## config.mk

```make
export PLATFORM = sky130hd
export DESIGN_NAME = tagged_frame_receiver_unit
export DESIGN_NICKNAME = d
export VERILOG_FILES = /design/src/design/tfr_pkg.sv /design/src/design/tfr_csr.sv /design/src/design/tfr_parser.sv /design/src/design/tagged_frame_receiver_unit.sv
export SDC_FILE = /design/constraint.sdc
export NUM_CORES = 1
export LEC_CHECK = 0
export BUFFER_PORTS_ARGS = -buffer_cell sky130_fd_sc_hd__buf_4
export CAP_MARGIN = 20
export CORE_MARGIN = 4
export CORE_UTILIZATION = 48
export DETAILED_ROUTE_END_ITERATION = 10
export GPL_TIMING_DRIVEN = 0
export PLACE_DENSITY = 0.69
export SYNTH_ARGS = -nofsm -noshare
export SYNTH_HDL_FRONTEND = slang
export SYNTH_HIERARCHICAL = 1
export SYNTH_SLANG_ARGS = --single-unit
```

## constraint.sdc

```tcl
create_clock -name clock -period 7.8 [get_ports clock]
set_input_delay 0.39 -clock clock [delete_from_list [all_inputs] [get_ports clock]]
set_output_delay 0.39 -clock clock [all_outputs]
set_load 0.02 [all_outputs]
```

## src/design/tfr_pkg.sv

```systemverilog
package tfr_pkg;

   localparam int unsigned PollWidth  = 20;
   localparam int unsigned LenWidth   = 16;
   localparam int unsigned ByteWidth  = 8;
   localparam int unsigned StatWidth  = 3;
   localparam int unsigned CsrAddrW   = 3;
   localparam int unsigned CsrDataW   = 32;
   localparam int unsigned RspDataW   = 48;

   localparam logic [PollWidth-1:0] PollLimitReset = 20'd1000;
   localparam logic [LenWidth-1:0]  MaxLengthReset = 16'd258;

   // register indexes, selected by paddr[2]
   localparam logic RegPollLimit = 1'b0;
   localparam logic RegMaxLength = 1'b1;

   // link bytes
   localparam logic [7:0] ByteTag   = 8'hAA;
   localparam logic [7:0] ByteUndef = 8'h99;
   localparam logic [7:0] ByteWtag  = 8'hBB;
   localparam logic [7:0] ByteWlen  = 8'hCC;
   localparam logic [7:0] ByteWcrc  = 8'hDD;
   localparam logic [7:0] ByteBusy  = 8'hFF;

   // end status codes
   localparam logic [StatWidth-1:0] StOk      = 3'd0;
   localparam logic [StatWidth-1:0] StBadsum  = 3'd1;
   localparam logic [StatWidth-1:0] StTimeout = 3'd2;
   localparam logic [StatWidth-1:0] StUndef   = 3'd3;
   localparam logic [StatWidth-1:0] StWtag    = 3'd4;
   localparam logic [StatWidth-1:0] StWlen    = 3'd5;
   localparam logic [StatWidth-1:0] StWcrc    = 3'd6;
   localparam logic [StatWidth-1:0] StLong    = 3'd7;

   localparam logic KindPayload = 1'b0;
   localparam logic KindEnd     = 1'b1;

   typedef struct packed {
      logic [PollWidth-1:0] poll_limit;
      logic [LenWidth-1:0]  max_length;
   } cfg_type;

   typedef struct packed {
      logic                 out_kind;
      logic [ByteWidth-1:0] payload_byte;
      logic [LenWidth-1:0]  payload_index;
      logic [StatWidth-1:0] status;
      logic [LenWidth-1:0]  frame_length;
   } result_type;

endpackage

```

## src/design/tfr_csr.sv

```systemverilog
module tfr_csr (
   input  logic                          clock,
   input  logic                          reset,
   input  logic                          csr_psel,
   input  logic                          csr_penable,
   input  logic                          csr_pwrite,
   input  logic [tfr_pkg::CsrAddrW-1:0]  csr_paddr,
   input  logic [tfr_pkg::CsrDataW-1:0]  csr_pwdata,
   output logic [tfr_pkg::CsrDataW-1:0]  csr_prdata,
   output logic                          csr_pready,
   output tfr_pkg::cfg_type              cfg
);

   logic [tfr_pkg::PollWidth-1:0] poll_limit_ff;
   logic [tfr_pkg::LenWidth-1:0]  max_length_ff;
   logic                          wr_en;

   assign csr_pready = 1'b1;
   assign wr_en      = csr_psel && csr_penable && csr_pwrite;

   always_ff @(posedge clock) begin
      if (reset) begin
         poll_limit_ff <= tfr_pkg::PollLimitReset;
         max_length_ff <= tfr_pkg::MaxLengthReset;
      end else if (wr_en) begin
         if (csr_paddr[2] == tfr_pkg::RegPollLimit) begin
            poll_limit_ff <= csr_pwdata[tfr_pkg::PollWidth-1:0];
         end else begin
            max_length_ff <= csr_pwdata[tfr_pkg::LenWidth-1:0];
         end
      end
   end

   always_comb begin
      if (csr_paddr[2] == tfr_pkg::RegPollLimit) begin
         csr_prdata = {{(tfr_pkg::CsrDataW-tfr_pkg::PollWidth){1'b0}}, poll_limit_ff};
      end else begin
         csr_prdata = {{(tfr_pkg::CsrDataW-tfr_pkg::LenWidth){1'b0}}, max_length_ff};
      end
   end

   assign cfg.poll_limit = poll_limit_ff;
   assign cfg.max_length = max_length_ff;

endmodule

```

## src/design/tfr_parser.sv

```systemverilog
module tfr_parser (
   input  logic                           clock,
   input  logic                           reset,
   input  tfr_pkg::cfg_type               cfg,
   input  logic                           in_valid,
   output logic                           in_ready,
   input  logic [tfr_pkg::ByteWidth-1:0]  in_byte,
   output logic                           out_valid,
   input  logic                           out_ready,
   output tfr_pkg::result_type            out_result
);

   localparam logic [2:0] PhHunt  = 3'd0;
   localparam logic [2:0] PhLenHi = 3'd1;
   localparam logic [2:0] PhLenLo = 3'd2;
   localparam logic [2:0] PhData  = 3'd3;
   localparam logic [2:0] PhCheck = 3'd4;

   // input register
   logic                          in_valid_ff;
   logic [tfr_pkg::ByteWidth-1:0] in_byte_ff;

   // frame state
   logic [2:0]                    phase_ff, phase_in;
   logic [tfr_pkg::PollWidth-1:0] polls_left_ff, polls_left_in;
   logic [tfr_pkg::LenWidth-1:0]  frame_len_ff, frame_len_in;
   logic [tfr_pkg::LenWidth-1:0]  bytes_seen_ff, bytes_seen_in;
   logic [tfr_pkg::ByteWidth-1:0] running_xor_ff, running_xor_in;

   // result register
   logic                          out_valid_ff;
   tfr_pkg::result_type           result_ff, result_in;
   logic                          emit;

   logic                          advance;
   logic [tfr_pkg::PollWidth-1:0] polls_eff;
   logic [tfr_pkg::PollWidth-1:0] polls_dec;
   logic [tfr_pkg::LenWidth-1:0]  len_full;
   logic [tfr_pkg::LenWidth-1:0]  seen_inc;
   logic [tfr_pkg::ByteWidth-1:0] b;

   assign advance  = in_valid_ff && (!out_valid_ff || out_ready);
   assign in_ready = !in_valid_ff || advance;
   assign b        = in_byte_ff;

   // budget is loaded at the first hunt byte; a zero limit counts as one
   always_comb begin
      if (polls_left_ff != '0) begin
         polls_eff = polls_left_ff;
      end else if (cfg.poll_limit == '0) begin
         polls_eff = {{(tfr_pkg::PollWidth-1){1'b0}}, 1'b1};
      end else begin
         polls_eff = cfg.poll_limit;
      end
   end

   assign polls_dec = polls_eff - 1'b1;
   assign len_full  = {frame_len_ff[tfr_pkg::LenWidth-1:8], b};
   assign seen_inc  = bytes_seen_ff + 1'b1;

   always_comb begin
      phase_in       = phase_ff;
      polls_left_in  = polls_left_ff;
      frame_len_in   = frame_len_ff;
      bytes_seen_in  = bytes_seen_ff;
      running_xor_in = running_xor_ff;
      emit           = 1'b0;
      result_in      = '0;
      result_in.out_kind = tfr_pkg::KindEnd;

      unique case (phase_ff)
         PhHunt: begin
            priority if (b == tfr_pkg::ByteTag) begin
               phase_in      = PhLenHi;
               polls_left_in = '0;
               frame_len_in  = '0;
            end else if (b == tfr_pkg::ByteUndef) begin
               emit             = 1'b1;
               result_in.status = tfr_pkg::StUndef;
            end else if (b == tfr_pkg::ByteWtag) begin
               emit             = 1'b1;
               result_in.status = tfr_pkg::StWtag;
            end else if (b == tfr_pkg::ByteWlen) begin
               emit             = 1'b1;
               result_in.status = tfr_pkg::StWlen;
            end else if (b == tfr_pkg::ByteWcrc) begin
               emit             = 1'b1;
               result_in.status = tfr_pkg::StWcrc;
            end else begin
               // busy and unknown bytes burn one poll
               polls_left_in = polls_dec;
               if (polls_dec == '0) begin
                  emit             = 1'b1;
                  result_in.status = tfr_pkg::StTimeout;
               end
            end
         end
         PhLenHi: begin
            frame_len_in = {b, 8'h00};
            phase_in     = PhLenLo;
         end
         PhLenLo: begin
            frame_len_in = len_full;
            if (len_full > cfg.max_length) begin
               emit                   = 1'b1;
               result_in.status       = tfr_pkg::StLong;
               result_in.frame_length = len_full;
            end else begin
               bytes_seen_in  = '0;
               running_xor_in = '0;
               phase_in       = (len_full == '0) ? PhCheck : PhData;
            end
         end
         PhData: begin
            emit                    = 1'b1;
            result_in.out_kind      = tfr_pkg::KindPayload;
            result_in.payload_byte  = b;
            result_in.payload_index = bytes_seen_ff;
            result_in.frame_length  = frame_len_ff;
            running_xor_in          = running_xor_ff ^ b;
            bytes_seen_in           = seen_inc;
            if (seen_inc >= frame_len_ff) begin
               phase_in = PhCheck;
            end
         end
         PhCheck: begin
            emit                   = 1'b1;
            result_in.status       = (b == running_xor_ff) ? tfr_pkg::StOk
                                                           : tfr_pkg::StBadsum;
            result_in.frame_length = frame_len_ff;
         end
         default: begin
            phase_in       = PhHunt;
            polls_left_in  = '0;
            bytes_seen_in  = '0;
            running_xor_in = '0;
         end
      endcase

      // every end result sends the block back to hunting
      if (emit && result_in.out_kind == tfr_pkg::KindEnd) begin
         phase_in       = PhHunt;
         polls_left_in  = '0;
         bytes_seen_in  = '0;
         running_xor_in = '0;
      end
   end

   always_ff @(posedge clock) begin
      if (reset) begin
         in_valid_ff    <= 1'b0;
         out_valid_ff   <= 1'b0;
         phase_ff       <= PhHunt;
         polls_left_ff  <= '0;
         frame_len_ff   <= '0;
         bytes_seen_ff  <= '0;
         running_xor_ff <= '0;
      end else begin
         if (in_ready) begin
            in_valid_ff <= in_valid;
         end
         if (advance) begin
            phase_ff       <= phase_in;
            polls_left_ff  <= polls_left_in;
            frame_len_ff   <= frame_len_in;
            bytes_seen_ff  <= bytes_seen_in;
            running_xor_ff <= running_xor_in;
         end
         if (advance && emit) begin
            out_valid_ff <= 1'b1;
         end else if (out_ready) begin
            out_valid_ff <= 1'b0;
         end
      end
   end

   always_ff @(posedge clock) begin
      if (in_ready && in_valid) begin
         in_byte_ff <= in_byte;
      end
      if (advance && emit) begin
         result_ff <= result_in;
      end
   end

   assign out_valid  = out_valid_ff;
   assign out_result = result_ff;

endmodule

```

## src/design/tagged_frame_receiver_unit.sv

```systemverilog
// the byte behind a result is held in the input register, and the result then in the result register
// throughput: one byte per cycle; the input stalls only while a result waits at the output
// the frame state machine handles one registered byte per cycle unless a result waits at the output
// reset: synchronous, active high; registers go to 1000 and 258, the block hunts for a tag
module tagged_frame_receiver_unit (
   input  logic                          clock,
   input  logic                          reset,
   input  logic                          req_tvalid,
   output logic                          req_tready,
   input  logic [7:0]                    req_tdata,   // [7:0] rx_byte
   output logic                          rsp_tvalid,
   input  logic                          rsp_tready,
   output logic [tfr_pkg::RspDataW-1:0]  rsp_tdata,   // [7:0] payload_byte, [23:8] payload_index,
                                                      // [26:24] status, [42:27] frame_length
   output logic                          rsp_tuser,   // [0] out_kind
   input  logic                          csr_psel,
   input  logic                          csr_penable,
   input  logic                          csr_pwrite,
   input  logic [tfr_pkg::CsrAddrW-1:0]  csr_paddr,
   input  logic [tfr_pkg::CsrDataW-1:0]  csr_pwdata,
   output logic [tfr_pkg::CsrDataW-1:0]  csr_prdata,
   output logic                          csr_pready
);

   tfr_pkg::cfg_type    cfg;
   tfr_pkg::result_type result;

   tfr_csr u_csr (
      .clock       (clock),
      .reset       (reset),
      .csr_psel    (csr_psel),
      .csr_penable (csr_penable),
      .csr_pwrite  (csr_pwrite),
      .csr_paddr   (csr_paddr),
      .csr_pwdata  (csr_pwdata),
      .csr_prdata  (csr_prdata),
      .csr_pready  (csr_pready),
      .cfg         (cfg)
   );

   tfr_parser u_parser (
      .clock      (clock),
      .reset      (reset),
      .cfg        (cfg),
      .in_valid   (req_tvalid),
      .in_ready   (req_tready),
      .in_byte    (req_tdata),
      .out_valid  (rsp_tvalid),
      .out_ready  (rsp_tready),
      .out_result (result)
   );

   assign rsp_tuser = result.out_kind;
   assign rsp_tdata = {5'b0, result.frame_length, result.status,
                       result.payload_index, result.payload_byte};

`ifndef SYNTHESIS
   // payload items always carry status zero and an index inside the frame
   a_payload_fields: assert property (@(posedge clock) disable iff (reset)
      (rsp_tvalid && rsp_tuser == tfr_pkg::KindPayload) |->
         (rsp_tdata[26:24] == tfr_pkg::StOk && rsp_tdata[23:8] < rsp_tdata[42:27]))
      else $error("payload item with bad status or index");

   // ends before a length is known report no length and no byte
   a_early_end_zero: assert property (@(posedge clock) disable iff (reset)
      (rsp_tvalid && rsp_tuser == tfr_pkg::KindEnd &&
       (rsp_tdata[26:24] == tfr_pkg::StTimeout || rsp_tdata[26:24] == tfr_pkg::StUndef ||
        rsp_tdata[26:24] == tfr_pkg::StWtag || rsp_tdata[26:24] == tfr_pkg::StWlen ||
        rsp_tdata[26:24] == tfr_pkg::StWcrc)) |->
         (rsp_tdata[42:27] == '0 && rsp_tdata[23:0] == '0))
      else $error("early end item with nonzero fields");

   // the input side stalls only behind a waiting result
   a_stall_cause: assert property (@(posedge clock) disable iff (reset)
      !req_tready |-> (rsp_tvalid && !rsp_tready))
      else $error("input stalled without a blocked result");
`endif

endmodule
```

* After elaboration in Yosys (flattened, before gate mapping)
Index checks and enable logic that the tools add are counted.
** Storage, ports and cells
- Bits in registers :: 153
- Bits of input ports :: 50
- Output and inout port bits :: 84
- Logic and storage cells :: 117
** Operators by class
- Add/sub/neg operators :: 2
- Order comparisons :: 2
- Equal/unequal tests :: 21
- Muxes and demuxes :: 45
- Bitwise gates (word level) :: 3
- Reduce and logical (&&, ||, !) cells :: 28
** Operators by type and width (count)
- $mux W20 :: 9
- $pmux W16 S3 :: 2
- $mux W16 :: 3
- $eq A8 B8 Y1 const B :: 5
- $logic_not A20 Y1 :: 2
- $pmux W20 S2 :: 1
- $pmux W16 S2 :: 1
- $mux W3 :: 10
- $mux W25 :: 1
- $pmux W8 S3 :: 1
- $reduce_bool A20 Y1 :: 1
- $sub A20 B1 Y20 const B :: 1
- $mux W19 :: 1
- $add A16 B1 Y16 const B :: 1
- $ge A16 B16 Y1 :: 1
- $gt A16 B16 Y1 :: 1
- $logic_not A16 Y1 :: 1
- $mux W8 :: 2
- $ne A4 B3 Y1 const B :: 4
- $pmux W3 S5 :: 1
- $mux W1 :: 10
- $pmux W3 S3 :: 1
- $eq A8 B8 Y1 :: 1
- $ne A2 B1 Y1 const B :: 4
- 23 further kinds :: 36

* Longest topological paths before layout
Gate-level depths: netlist of run 1.
- Depth in word-level cells :: 15
- Gate-level depth with buffers :: 20
- Gate-level depth less buffers :: 15

* Modules after synthesis
The synthesis of run 1 kept the hierarchy.
** Modules (own cells, without submodules)
- tfr_parser :: times used 1, cells each 824, area each 7078.0 sq um, sequential area each 2862.7 sq um
- tfr_csr :: times used 1, cells each 185, area each 1835.5 sq um, sequential area each 720.7 sq um
- tagged_frame_receiver_unit :: times used 1, cells each 6, area each 41.3 sq um, sequential area each 0.0 sq um

* Least setup slack after synthesis of run 1
Ideal clock, no wire load.
- Kind :: register -> register
- From :: reg u_parser/polls_left_ff[4] (netlist bit)
- To :: reg u_parser.result_ff (netlist bit u_parser/out_result[0]) (enable)
- Library setup time :: 0.446 ns
- Arrival :: 5.402 ns
- Data required time :: 7.354 ns
- Slack :: 1.952 ns
- Cell stages (with the launch flop) :: 19
- Buffers on the path :: 4
- Period minus slack after synthesis :: 5.848 ns
- Path through :: dfxtp_1 buf_6 nor4_2 nand3_1 clkbuf_1 nor2_1 clkbuf_1 a21oi_1 ha_1 nand2b_1 clkbuf_1 nor3_1 o31a_1 a221o_1 nor3_1 nand4_1 nor4_2 a21oi_1 nor2_1
** On the way
- Cells in the longest elaborated chain, start to end :: 12
** Ends and longest elaborated chain
- start, declared :: RTL line tfr_parser.sv:25 : logic [tfr_pkg::PollWidth-1:0] polls_left_ff, polls_left_in;
- start signal, assigned :: RTL line tfr_parser.sv:164 : polls_left_ff <= polls_left_in;
- $reduce_bool A20 Y1 :: RTL line tfr_parser.sv:48 : if (polls_left_ff != '0) begin
- $mux W20 (*) :: RTL line tfr_parser.sv:48
- $sub A20 B1 Y20 (*) :: RTL line tfr_parser.sv:57 : assign polls_dec = polls_eff - 1'b1;
- $logic_not A20 Y1 (*) :: RTL line tfr_parser.sv:92 : if (polls_dec == '0) begin
- $mux W1 (*) :: RTL line tfr_parser.sv:92
- $mux W1 (*) :: RTL line tfr_parser.sv:86 : end else if (b == tfr_pkg::ByteWcrc) begin
- $mux W1 (*) :: RTL line tfr_parser.sv:83 : end else if (b == tfr_pkg::ByteWlen) begin
- $mux W1 (*) :: RTL line tfr_parser.sv:80 : end else if (b == tfr_pkg::ByteWtag) begin
- $mux W1 (*) :: RTL line tfr_parser.sv:77 : end else if (b == tfr_pkg::ByteUndef) begin
- $mux W1 (*) :: RTL line tfr_parser.sv:73 : priority if (b == tfr_pkg::ByteTag) begin
- $pmux W1 S3 (*) :: RTL line tfr_parser.sv:71 : unique case (phase_ff)
- $logic_and A1 B1 Y1 (*) :: RTL line tfr_parser.sv:181 : if (advance && emit) begin
- end signal, assigned :: RTL line tfr_parser.sv:182 : result_ff <= result_in;
- end, declared :: RTL line tfr_parser.sv:32 : tfr_pkg::result_type result_ff, result_in;
Mark *: on every way between the ends. The rest lies on a longest branch, timed or not.
A chain may end at the register's enable or synchronous reset.

* Worst setup path in the final report of run 1
- From :: reg u_parser/polls_left_ff[6] (netlist bit)
- To :: reg u_parser.result_ff (netlist bit u_parser/out_result[22]) (enable)
The elaborated chain is that of the path after synthesis.

==> impl_results.md, run 1 <==
* # diodes at 0
* Fmax at 165 MHz
* Slew Limit Fails at 0
* Max Cap Violations at 0
* # setup viols final at 0
* Footprint of the multi-input gates at ~4800 um^2
* WHS Path Cells at 1
* Combinational Power Share at 0.367
* Status: finished clean
* Seq cells post-synth at around 150
* Drt wl/cell at about 19 um
* Sw frac at 0.381
* Syn Area/Cell at ~8.8 um^2
* Worst setup SP type: flop
* GRT Overall Usage at 0.257
* Crit share post-route at 0.775
* Least-Margin Pin Slew at about 800 ps
* Clk_lat worst skew at about 430 ps
* P_int at 1690 uW
* Setup CP Type: reg2reg
* Synth top area share at 0.226
* Post_cts resized at 0
* Leak at a little over 0.004 uW
* Critical-path cell list: nor4_2 -> nand3_1 -> clkbuf_1 -> nor2_1 -> clkbuf_1 -> a21oi_1 -> ha_1 -> nand2b_1 -> clkbuf_1 -> nor3_1 -> o31ai_1 -> o211a_1 -> nor4b_1 -> nand4_1 -> nor4_2 -> a21oi_1 -> nor2_4 -> buf_16
* Clock power share at 0.298
* CTS sink cnt at about 150
* Placed cells at 1363
* Mapped cell area at 8950 um^2
* Hold-fix buffers, CTS at 0
* Synth cell types at 75
* Dominant cell type by area after synthesis: dfxtp_1
* Num rows at 49
* Via density at between 5 and 6
* Worst vdd ir at 179 uV
* Reg clk slew, reported paths at ~60 ps
* Hold path endpoint: u_parser/b[4]
* Fin. Hold Viols at 0
* Final Skew at between 10 and 15 ps
* Buffers added on ports at a little over 100
* Number of post-CTS setup repair buffers at 0
* Critical Path RT at ~8000 ps
* Detailed placement HPWL at 19700 um
* Max incr delay on CP at approximately 600 ps
* Fillers at 1652
* Vias in the first global route at between 7000 and 8000
* Flop2flop setup slack at approximately 1800 ps
* Syn-to-layout area delta at 19.4%
* Nets at about 1200
* Layout cell share with drive strength beyond 1 at 0.171
* 1st-iter DRT viols at 831
* Initial antenna violation count at 0
* DRC Markers at 0
* CP Data Arrival Time at slightly above 6000 ps
* Yosys warns at 6
* Sequential area share after synthesis at 0.400
* Initial Util at 0.493
* Die area at 20900 um^2
* ANT nets after route at 0
* CTS tree: done
* Top FF cell, synth: dfxtp_1
* Switching power at about 1000 uW
* Placer's final routability congestion estimate at roughly 0.96
* Total Power at about 2700 uW
* Top cells by area, synth: dfxtp_1, edfxtp_1, ha_1, nor2_1, mux2i_1
* Pwr per Cell Area at around 260 nW/um^2
* Hold Startpoint: req_tdata[4]
* Clock buffer depth at 2
* FF-to-FF Start: u_parser/polls_left_ff[6]
* Die W at roughly 140 um
* CTS H-Tree Depth at 4
* Final wirelength at 26300 um
* IO Count at 134
* Worst min path class: in2reg
* Top cell by count, worst path: clkbuf_1
* Pin count of the biggest net entering global routing at 25
* Critical-path top delay cell: nor2_4
* Seq pwr share at 0.334
* Rel. slew slack at 0.466
* Core area at roughly 18000 um^2
* Reg2Reg Depth at 18
* EDFF count, synth at 52
* RSZ-0062 raised after global routing: no
* Non-Filler Instances at 1396
* Worst Setup End Kind: flop
* Fin crit period at about 6000 ps
* Global-route wire length before repair at around 42000 um
* Total CTS buffers at 17
* FF/Latch Area at between 3000 and 4000 um^2
* DR pass1 iterations at 6
* Worst setup path startpoint: u_parser/polls_left_ff[6]
* Post-Syn Instances at about 1000
* Die Y at between 100 and 150 um
* Clock root buffer master: clkbuf_16
* Global route overflow at 0
* Worst Path Max Fanout at 24
* Asr flop ratio synth at 0
* Via Count at slightly above 8000
* R2r endpoint: u_parser/out_result[22]
## worst max-delay path, delay by kind of cell, from the launching register on
family | cells | cell delay (ps)
buffers and inverters | 4 | 1330
AO/OA/AOI/OAI | 4 | 780
flip-flops | 1 | 380
adder cells (fa/ha/maj) | 1 | 270
AND/OR/NAND/NOR | 9 | 2960
## kinds of logic after synthesis
kind of cell / after synthesis / share of synthesized area
AND/OR/NAND/NOR: 400 / 0.233
AO/OA/AOI/OAI: 201 / 0.152
flip-flops: 153 / 0.400
buffers and inverters: 137 / 0.0699
multiplexers: 59 / 0.0685
adder cells (fa/ha/maj): 35 / 0.0489
XOR/XNOR: 27 / 0.0264
other: 3 / 0.00126
## cell usage in the layout, fill, tap and decap left out, types with 5 or more instances in the layout
master	Yosys	layout
buf_4	20	121
nor2_1	114	113
dfxtp_1	101	101
a21oi_1	64	64
inv_1	61	61
nand2b_1	60	60
edfxtp_1	52	52
nand2_1	51	51
clkbuf_1	46	49
nand3_1	48	48
mux2i_1	41	41
ha_1	35	35
nor4_1	23	23
a31oi_1	22	22
clkbuf_16	0	19
o31ai_1	19	19
conb_1	3	18
nor3_1	18	18
and3_1	18	18
mux2_2	17	17
xnor2_1	17	17
o21ai_0	16	16
a211oi_1	14	14
nand4_1	13	13
xor2_1	10	10
nor2b_1	9	9
a22o_1	8	8
buf_2	5	7
a21o_1	7	7
or4_1	7	7
or2_2	6	6
a22oi_1	6	6
or3_1	5	5
and2_1	5	5
## area by class of cell
type,count,share of cell area
Multi-Input combinational cell,740,0.450
Sequential cell,153,0.335
Timing Repair Buffer,105,0.0749
Clock buffer,23,0.0468
Buffer,75,0.0367
Tap cell,229,0.0268
Inverter,62,0.0218
Clock inverter,9,0.00819
## routing by layer
layer | vias up | wire, um | GRT usage
met1 | 3826 | 11400 | 0.343
met4 | 0 | 1100 | 0.120
met2 | 409 | 11900 | 0.407
met3 | 75 | 1890 | 0.0413
met5 | - | 0 | 0
li1 | 3915 | - | -
## stage by stage
step / worst slack (ps) / setup TNS [ps] / hold WS (ps) / util / area (um^2)
after CTS: 1860 / 0 / 123 / 0.589 / 10700
final: 1750 / 0 / 134 / 0.589 / 10700
after detailed placement: 1910 / 0 / 471 / 0.557 / 10100
after global placement: -10.6 / -339 / 458 / 0.554 / 10100
after global routing: 1350 / 0 / 124 / 0.589 / 10700
after floorplan: 1950 / 0 / 445 / - / 9010
## state kept, by name, indices dropped and copies added (netlist names)
register,flops
u_csr/max_length_ff,16
u_csr/poll_limit_ff,20
u_parser/b,8
u_parser/bytes_seen_ff,16
u_parser/frame_len_ff,16
u_parser/in_valid_ff,1
u_parser/out_result,44
u_parser/out_valid,1
u_parser/phase_ff,3
u_parser/polls_left_ff,20
u_parser/running_xor_ff,8
## worst max path at each step
stage / end / slack, ps / cells after the start
after floorplan: u_parser/out_result[0] / 1950 / 18
after global placement: u_parser/out_result[23] / -10 / 17
after detailed placement: u_parser/out_result[23] / 1910 / 18
after CTS: u_parser/out_result[21] / 1860 / 18
after global routing: u_parser/out_result[21] / 1350 / 18
final: u_parser/out_result[22] / 1750 / 18
## Yosys cell counts, types with 8 or more instances
library cell  number
a22o_1             8
a21oi_1           64
ha_1              35
dfxtp_1          101
and3_1            18
nor3_1            18
a211oi_1          14
nor2b_1            9
mux2_2            17
xor2_1            10
xnor2_1           17
nor2_1           114
inv_1             61
a31oi_1           22
mux2i_1           41
buf_4             20
nand3_1           48
nor4_1            23
o21ai_0           16
o31ai_1           19
nand4_1           13
nand2_1           51
nand2b_1          60
clkbuf_1          46
edfxtp_1          52
## power groups by stage
stage          Sequential (uW)  Clock, uW  Combinational (uW)
4_1_cts                    911        829                 972
3_3_place_gp               929          0                 976
6_report                   915        816                1000
2_1_floorplan              908          0                 712
3_5_place_dp               928          0                 967
5_1_grt                    920        861                1090
No activity file was read; power rests on OpenSTA's default activity.
==> run 2: changes to the inputs <==
==> constraint.sdc (replaced) <==
create_clock -name clock -period 6.02 [get_ports clock]
set_input_delay 0.301 -clock clock [delete_from_list [all_inputs] [get_ports clock]]
set_output_delay 0.301 -clock clock [all_outputs]
set_load 0.02 [all_outputs]
==> impl_results.md, run 2 (same netlist as run 1, synthesis figures left out) <==
* Pin count of the biggest net entering global routing at 25 (unchanged)
* Drt wl/cell at 19.0 um (+0.53%)
* DR pass1 iterations at 5 (-1)
* Reg clk slew, reported paths at 60 ps (about the same)
* Sw frac at 0.381 (about the same)
* Clock power share at 0.299 (about the same)
* Flop2flop setup slack at 330 ps (-1420 ps)
* Max incr delay on CP at 570 ps (-30 ps)
* Die Y at 145 um (unchanged)
* Pwr per Cell Area at 330 nW/um^2 (+29%)
* Clk_lat worst skew at 430 ps (about the same)
* Initial antenna violation count at 0 (unchanged)
* CTS tree: done
* Critical-path top delay cell: nor4_2
* Clock root buffer master: clkbuf_16
* Fin crit period at 5690 ps (-363 ps)
* Least-Margin Pin Slew at 797 ps (-1.40 ps)
* Core area at 18100 um^2 (unchanged)
* IO Count at 134 (unchanged)
* FF/Latch Area at 3580 um^2 (unchanged)
* Hold-fix buffers, CTS at 0 (unchanged)
* Crit share post-route at 0.945 (+0.169)
* Kind of cell adding the most delay to the critical path: simple AND/OR/NAND/NOR gates
* Buffers added on ports at 101 (unchanged)
* Largest register FFs at 44 (unchanged)
* GRT Overall Usage at 0.257 (unchanged)
* Final Core Density at 0.592 (+0.00276)
* CP Data Arrival Time at 5830 ps (-350 ps)
* Worst Setup End Kind: flop
* Worst min path class: in2reg
* Syn-to-layout area delta at 20.0%
* Fillers at 1649 (-0.18%)
* Global-route wire length before repair at 41800 um (unchanged)
* Critical-path cell list: nor4_2 -> nand3_1 -> clkbuf_1 -> nor2_2 -> clkbuf_1 -> a21oi_1 -> ha_1 -> nand2b_1 -> clkbuf_1 -> nor3_1 -> o31ai_1 -> o211a_1 -> nor4b_1 -> nand4_1 -> nor4_2 -> a21oi_1 -> nor2_4 -> buf_4
* Total CTS buffers at 17 (unchanged)
* Via Count at 8261 (+0.44%)
* Die W at 145 um (unchanged)
* # setup viols final at 0 (unchanged)
* Hold Startpoint: req_tdata[4]
* Nets at 1244 (+0.40%)
* Worst setup SP type: flop
* CTS H-Tree Depth at 4 (unchanged)
* Post-place setup slack at 126 ps (-1780 ps)
* Commonest non-fill, non-tap cell in the layout: buf_4
* Reg2Reg Depth at 18 (unchanged)
* ANT nets after route at 0 (unchanged)
* Status: finished clean
* Max Cap Violations at 0 (unchanged)
* Seq pwr share at 0.334 (about the same)
* Global route overflow at 0 (unchanged)
* R2r endpoint: u_parser/out_result[40]
* Final Skew at 10.2 ps (-0.869 ps)
* # diodes at 0 (unchanged)
* Num rows at 49 (unchanged)
* 1st-iter DRT viols at 849 (+2.2%)
* Setup CP Type: reg2reg
* Clock buffer depth at 2 (unchanged)
* Worst Path Max Fanout at 10 (-58%)
* P_int at 2200 uW (+30%)
* Layout cell share with drive strength beyond 1 at 0.176 (+0.00525)
* Combinational Power Share at 0.368 (about the same)
* Final WS setup at 334 ps (-1420 ps)
* Fin. Hold Viols at 0 (unchanged)
* Placer's final routability congestion estimate at 0.956 (unchanged)
* DRC Markers at 0 (unchanged)
* Switching power at 1350 uW (+30%)
* Commonest non-fill, non-tap cells in the layout: buf_4, nor2_1, dfxtp_1
* Detailed placement HPWL at 19700 um (unchanged)
* Slew Limit Fails at 0 (unchanged)
* FF-to-FF Start: u_parser/polls_left_ff[6]
* Final wirelength at 26600 um (+0.89%)
* Vias in the first global route at 7699 (unchanged)
* Top cell by count, worst path: clkbuf_1
* CP bufs+invs at 4 (unchanged)
* Fmax at 176 MHz (+6.4%)
* Initial Util at 0.493 (unchanged)
* WHS Path Cells at 1 (unchanged)
* Die area at 20900 um^2 (unchanged)
* Rel. slew slack at 0.467 (+0.000938)
* Critical Path RT at 6160 ps (-1770 ps)
* Hold path endpoint: u_parser/b[4]
* CTS sink cnt at 153 (unchanged)
* Leak at 0.00423 uW (+2.1%)
* Via density at 5.90 (about the same)
* Footprint of the multi-input gates at 4830 um^2 (+0.42%)
* Worst vdd ir at 233 uV (+30%)
## run 2: cell count changes in the layout (fill, tap and decap cells not counted), sizes merged
cell  before  now
buf      133  137
nor2     114  115
## run 2: worst max path at each step
stage	cells past startpoint	from	end
after global placement	17	u_parser/polls_left_ff[6]	u_parser/out_result[21]
after CTS	18	u_parser/polls_left_ff[6]	u_parser/out_result[21]
final	18	u_parser/polls_left_ff[6]	u_parser/out_result[40]
after global routing	18	u_parser/polls_left_ff[6]	u_parser/out_result[40]
after detailed placement	18	u_parser/polls_left_ff[6]	u_parser/out_result[23]
after floorplan	18	u_parser/polls_left_ff[4]	u_parser/out_result[0]
## run 2: metrics by stage
stage / hold WS, ps / cells / cell area, um^2 / setup TNS, ps / total power (uW)
4_1_cts: 34.3 / 1395 / 10700 / 0 / 3510
6_report: 44.1 / 1401 / 10700 / 0 / 3550
5_1_grt: 35.0 / 1401 / 10700 / -68.1 / 3730
2_1_floorplan: 400 / 1030 / 9010 / 0 / 2100
3_5_place_dp: 471 / 1363 / 10100 / 0 / 2450
3_3_place_gp: 458 / 1360 / 10100 / -78660 / 2470
## run 2: final cells by class
| class | instances | area share |
|---|---|---|
| Buffer | 75 | 0.0366 |
| Multi-Input combinational cell | 741 | 0.450 |
| Clock buffer | 23 | 0.0466 |
| Inverter | 62 | 0.0217 |
| Timing Repair Buffer | 109 | 0.0773 |
| Clock inverter | 9 | 0.00815 |
| Tap cell | 229 | 0.0267 |
| Sequential cell | 153 | 0.333 |
## run 2: power by group through the flow
| stage | Combinational (uW) | Sequential, uW | Clock (uW) |
|---|---|---|---|
| 5_1_grt | 1420 | 1190 | 1120 |
| 6_report | 1310 | 1190 | 1060 |
| 3_5_place_dp | 1250 | 1200 | 0 |
| 2_1_floorplan | 922 | 1170 | 0 |
| 3_3_place_gp | 1260 | 1200 | 0 |
| 4_1_cts | 1260 | 1180 | 1070 |
## run 2: layer usage
| layer | vias to the layer above | routed length, um | GRT usage |
|---|---|---|---|
| li1 | 3925 | - | - |
| met1 | 3849 | 11400 | 0.343 |
| met2 | 408 | 12100 | 0.407 |
| met3 | 79 | 2020 | 0.0413 |
| met4 | 0 | 1060 | 0.120 |
| met5 | - | 0 | 0 |
## run 2: what timing repair did
item / CTS / global route
setup buffers: 0 / 4
gates resized for setup: 0 / 3
setup endpoints to repair: 0 / 44
